File: src/rvmt_pkg.sv
// rvmt_pkg: shared types and constants for the row-vector by 4x4 matrix transform.
// Used by rvmt_cell, rvmt_clamp and row_vector_matrix_transform_unit.
`timescale 1ns / 1ps

package rvmt_pkg;

   localparam int COORD_W   = 32;              // Q16.16 word
   localparam int FRAC_W    = 16;
   localparam int PROD_W    = 2 * COORD_W;     // exact Q32.32 product
   localparam int SUM_W     = PROD_W + 2;      // sum of four products, no loss
   localparam int NUM_COLS  = 4;
   localparam int NUM_ROWS  = 4;
   localparam int NUM_REGS  = 8;
   localparam int CSR_IDX_W = 8;
   localparam int CSR_W     = 64;

   localparam logic [COORD_W-1:0] ONE_Q16   = 32'h0001_0000;
   localparam logic [COORD_W-1:0] SAT_MAX   = 32'h7FFF_FFFF;
   localparam logic [COORD_W-1:0] SAT_MIN   = 32'h8000_0000;

   // Register indexes.
   localparam logic [CSR_IDX_W-1:0] REG_ROW1_A  = 8'd0;
   localparam logic [CSR_IDX_W-1:0] REG_ROW1_B  = 8'd1;
   localparam logic [CSR_IDX_W-1:0] REG_ROW2_A  = 8'd2;
   localparam logic [CSR_IDX_W-1:0] REG_ROW2_B  = 8'd3;
   localparam logic [CSR_IDX_W-1:0] REG_ROW3_A  = 8'd4;
   localparam logic [CSR_IDX_W-1:0] REG_ROW3_B  = 8'd5;
   localparam logic [CSR_IDX_W-1:0] REG_TRANS_A = 8'd6;
   localparam logic [CSR_IDX_W-1:0] REG_TRANS_B = 8'd7;

   // Identity matrix after reset.
   localparam logic [CSR_W-1:0] RST_ROW1_A  = {32'h0, ONE_Q16};
   localparam logic [CSR_W-1:0] RST_ROW1_B  = '0;
   localparam logic [CSR_W-1:0] RST_ROW2_A  = {ONE_Q16, 32'h0};
   localparam logic [CSR_W-1:0] RST_ROW2_B  = '0;
   localparam logic [CSR_W-1:0] RST_ROW3_A  = '0;
   localparam logic [CSR_W-1:0] RST_ROW3_B  = {32'h0, ONE_Q16};
   localparam logic [CSR_W-1:0] RST_TRANS_A = '0;
   localparam logic [CSR_W-1:0] RST_TRANS_B = {ONE_Q16, 32'h0};

   typedef logic signed [COORD_W-1:0] coord_type;
   typedef logic signed [PROD_W-1:0]  prod_type;
   typedef logic signed [SUM_W-1:0]   sum_type;
   typedef coord_type [NUM_COLS-1:0]  vec_type;
   typedef prod_type  [NUM_COLS-1:0]  prodvec_type;
   typedef sum_type   [NUM_COLS-1:0]  sumvec_type;

   // Side data that travels with a word down the chain.
   typedef struct packed {
      logic point;
   } tag_type;

endpackage

File: src/rvmt_clamp.sv
// rvmt_clamp: floor to Q16.16, saturate and register the result word.
// Depends on rvmt_pkg.
`timescale 1ns / 1ps

module rvmt_clamp (
   input  logic                clock,
   input  logic                en,
   input  rvmt_pkg::sumvec_type sum_in,
   input  rvmt_pkg::tag_type    tag_in,
   output rvmt_pkg::vec_type    res_out,
   output logic                sat_out,
   output rvmt_pkg::tag_type    tag_out
);
   import rvmt_pkg::*;

   localparam int Q_W = SUM_W - FRAC_W;

   vec_type                res_in;
   logic [NUM_COLS-1:0]    clip;
   logic                   sat_in;
   vec_type                res_ff;
   logic                   sat_ff;
   tag_type                tag_ff;
   logic [Q_W-1:0]         q;

   always_comb begin
      q = '0;
      for (int c = 0; c < NUM_COLS; c++) begin
         q = sum_in[c][SUM_W-1:FRAC_W];  // floor by shift
         clip[c] = !((&q[Q_W-1:COORD_W-1]) || !(|q[Q_W-1:COORD_W-1]));
         if (clip[c]) begin
            res_in[c] = q[Q_W-1] ? SAT_MIN : SAT_MAX;
         end else begin
            res_in[c] = q[COORD_W-1:0];
         end
      end
      // point mode: w column reads zero and stays out of the flag
      if (tag_in.point) begin
         res_in[NUM_COLS-1] = '0;
         sat_in = |clip[NUM_COLS-2:0];
      end else begin
         sat_in = |clip;
      end
   end

   always_ff @(posedge clock) begin
      if (en) begin
         res_ff <= res_in;
         sat_ff <= sat_in;
         tag_ff <= tag_in;
      end
   end

   assign res_out = res_ff;
   assign sat_out = sat_ff;
   assign tag_out = tag_ff;

endmodule

File: config.mk
export PLATFORM = sky130hd
export DESIGN_NAME = rvmt_clamp
export DESIGN_NICKNAME = d
export VERILOG_FILES = /design/src/rvmt_pkg.sv /design/src/rvmt_clamp.sv
export SDC_FILE = /design/constraint.sdc
export NUM_CORES = 1
export LEC_CHECK = 0
export ABC_AREA = 1
export BUFFER_PORTS_ARGS = -buffer_cell sky130_fd_sc_hd__buf_4
export CORE_AREA = 2 2 153 155
export DETAILED_ROUTE_END_ITERATION = 16
export DIE_AREA = 0 0 155 157
export GPL_TIMING_DRIVEN = 0
export PLACE_DENSITY_LB_ADDON = 0.1
export RECOVER_POWER = 50
export SETUP_SLACK_MARGIN = 0.05
export SLEW_MARGIN = 20
export SYNTH_ARGS = -nofsm -noshare
export SYNTH_HDL_FRONTEND = slang
export SYNTH_SLANG_ARGS = --single-unit
File: constraint.sdc
create_clock -name clock -period 1.5 [get_ports clock]
set_input_delay 0.45 -clock clock [delete_from_list [all_inputs] [get_ports clock]]
set_output_delay 0.45 -clock clock [all_outputs]
set_load 0.03 [all_outputs]
# --- Word-level counts from Yosys, hierarchy flattened ---
# Index checks and enable logic that the tools add are counted.
totals:
  elab_cells: 37
  ff_bits: 130
  in_bits: 267
  out_inout_bits: 130
op_classes:
  n_mux: 9
  n_reduce_logical: 22
ops:
  columns: ["operator", "count"]
  rows:
  - ["two-way mux 32 bit", 8]
  - ["AND reduction 19 bit", 4]
  - ["OR reduction 19 bit", 4]
  - ["logical NOT 1 bit", 8]
  - ["logical OR 1 bit", 4]
  - ["OR reduction 4 bit", 1]
  - ["OR reduction 3 bit", 1]
  - ["two-way mux 1 bit", 1]

# --- Depth between registers and ports, before layout ---
logic_depth:
  word_depth: 6
  depth_mapped: 10
  ltp_nobuf: 8

# --- Worst setup path after synthesis ---
# OpenSTA, ideal clock, no wires.
synth_path:
  path_kind: "input port to flip-flop"
  from: "input port sum_in[114] in the netlist's numbering"
  to: "register res_ff, in the netlist res_out[33] (data pin)"
  required_time_ns: 1.247
  setup_time_ns: 0.253
  arrival_ns: 1.307
  setup_slack_ns: -0.060
  path_buffers: 2
  cell_stages: 8
  cell_sequence: "or2_1 -> nor2_1 -> nand3_1 -> nand2_2 -> or2_1 -> buf_4 -> buf_6 -> nand2_1"
synth_rtl:
  columns: ["element", "line_no", "source"]
  rows:
  - ["start, declared", "rvmt_clamp.sv:8", "input rvmt_pkg::sumvec_type sum_in,"]
  - ["end signal, assigned", "rvmt_clamp.sv:48", "res_ff <= res_in;"]
  - ["end, declared", "rvmt_clamp.sv:21", "vec_type res_ff;"]

# --- Worst setup path in the final report ---
layout_path:
  from: "register res_ff, in the netlist res_out[17]"
  to: "output port res_out[17] in the netlist's numbering"
layout_rtl:
  columns: ["element", "line_no", "source"]
  rows:
  - ["end, declared", "rvmt_clamp.sv:10", "output rvmt_pkg::vec_type res_out,"]
# No word-level cell between the ends.

==> qor.txt <==
Hold Fails Final Rpt: 0
die area: 24300 um2
Synth top area share: 69.1%
largest fanout on the critical path: 1
PwrDens: 1080 nW/um2
H-tree depth: 4
Total Wirelength: 17800 um
Setup crit start kind: flip-flop
Max Root-Sink Buffers: 2
critical path arrival: 0.99 ns
routed vias/inst: 4.19
starting DRC count in detailed routing: 214
Mapped Avg Cell Area: 10.3 um2
setup TNS: 0 ns
worst hold start: tag_in
Core ar.: 22500 um2
Top FF cell, synth: edfxtp_1
dpl hpwl: 13300 um
cell area after layout: 9420 um2
area growth from synthesis to layout: 66.9%
Hold Path Class: primary input to flip-flop
CTS root buffer: clkbuf_16
Mapped Area: 5650 um2
Setup-failing EPs final: 0
most numerous cell in the Yosys netlist: nand2_1
antenna violations before repair: 0
first-pass GRT wire length: 26200 um
largest net degree at the start of global routing: 69
post-route DRC violation count: 0
fin util: 41.9%
f_max: 0.694 GHz
share of layout cells above drive strength 1: 45.1%
Post-synth EDFFs: 130
CTS tree: done
Ys Warns: 0
post-synthesis sequential area ratio: 69.1%
routability cong.: 0.739
chip width: 155 um
CP startpoint: res_out[17]
Worst slew margin: 55.7%
syn nets: 816
row cnt: 55
ANT cells: 0
GRT Util Overall: 14.1%
status: complete, no violations
critical setup path kind: flip-flop to output pin
nets: 1173
Peak VDD IR: 652 uV
Yosys top cell by area: edfxtp_1
minimum clock period: 1.44 ns
cell breakdown of the critical path: buf_6
RSZ-0062 raised after global routing: yes
clock-pin slew on the worst setup and hold paths: 0.06 ns
PortBufs: 332
Clock Sinks: 130
Buf+Inv Stages, Crit Path: 1
setup ws final: 0.0581 ns
DP Worst Slack: -0.312 ns
Mapped Cells: 549
asr flop ratio synth: 0%
max-slew violations: 0
family with the most delay on the worst path: flip-flops
CP endpoint kind: output pin
CP max stage delay: 0.42 ns
GRT overflow: 0
synth top area cells: edfxtp_1 69%, nand2_1 17%, nor2_1 3.9%
final cycle utilization of the critical path: 96.1%
DRT Pass-1 Iters: 4
leak pwr: 4.09 nW
Routed Antenna Nets: 0
Max Cap Viol: 0
worst-margin pin slew: 0.664 ns
Ports: 397
Worst path slowest cell: edfxtp_1
vias: 5038
Synth Register Bits: 130
Area after DPL: 8680 um2
most frequent cells after synthesis: 262 x nand2_1, 130 x edfxtp_1, 58 x nor2_1, 31 x a21oi_1
CP required: 1.05 ns
Initial Util: 25.1%
CTS Buf Count: 17
drt wl/cell: 14.8 um
fillers: 2244
number of global-route vias before repair: 4874
Die Height: 157 um
library cells used by synthesis: 15
[where the power goes]
part	switching (W)	internal [W]	total, W
Combinational	0.00103	0.000837	0.00187
Clock	0.00153	0.00240	0.00393
Sequential	0.0000888	0.00432	0.00441
[layout by cell type (no fill, tap or decap), types with 13 or more instances in the layout]
master / netlist / layout
a21oi_2: 0 / 13
edfxtp_1: 130 / 130
buf_6: 3 / 49
nand2_1: 262 / 256
buf_4: 10 / 296
nor2_1: 58 / 56
a21oi_1: 31 / 18
clkbuf_16: 0 / 19
[repair_timing]
action	in CTS	in global routing
pin swaps	0	5
setup endpoints to repair	3	63
resized for setup	3	44
buffers inserted	0	3
cloned	0	2
hold buffers	0	0
[logic make-up (layout without fill, tap and decap cells)]
group	after synthesis	count (layout)	share of synthesized area [%]
flip-flops	130	130	69.1
AND/OR/NAND/NOR	348	348	24.2
buffers and inverters	40	408	3.94
AO/OA/AOI/OAI	31	31	2.75
[per-stage QoR]
stage	hold WS [ns]	total power (W)	std cells
finish	0.258	0.0102	1202
global route	0.228	0.0106	1202
CTS	0.204	0.0103	1197
detailed placement	0.645	0.00630	1167
global placement	0.650	0.00629	1166
floorplan	0.549	0.00528	549
[layer usage]
metal,track usage (%),vias to the layer above,wire length [um]
met2,23.3,207,8790
met5,0,-,0
li1,-,2534,-
met4,4.23,0,164
met3,6.44,8,1600
met1,16.5,2289,7250
[final timing paths]
check                         end  slack (ns)  cells past startpoint
worst min-delay path      tag_out        0.26                      1
worst max-delay path  res_out[17]        0.06                      1
[state kept, by name (all words and copies together), names as in the netlist]
signal	count
res_out	128
sat_out	1
tag_out	1
[area by class of cell]
type | count | area [um2] | share of cell area [%]
buffer | 33 | 250 | 2.66
tap | 285 | 357 | 3.78
timing repair buffer | 338 | 2730 | 29.0
multi-input combinational | 379 | 1610 | 17.1
clock inverter | 13 | 121 | 1.29
clock buffer | 17 | 425 | 4.51
sequential | 130 | 3900 | 41.4
inverter | 7 | 26.3 | 0.279
Note: power is estimated with default switching activity, not from simulation.
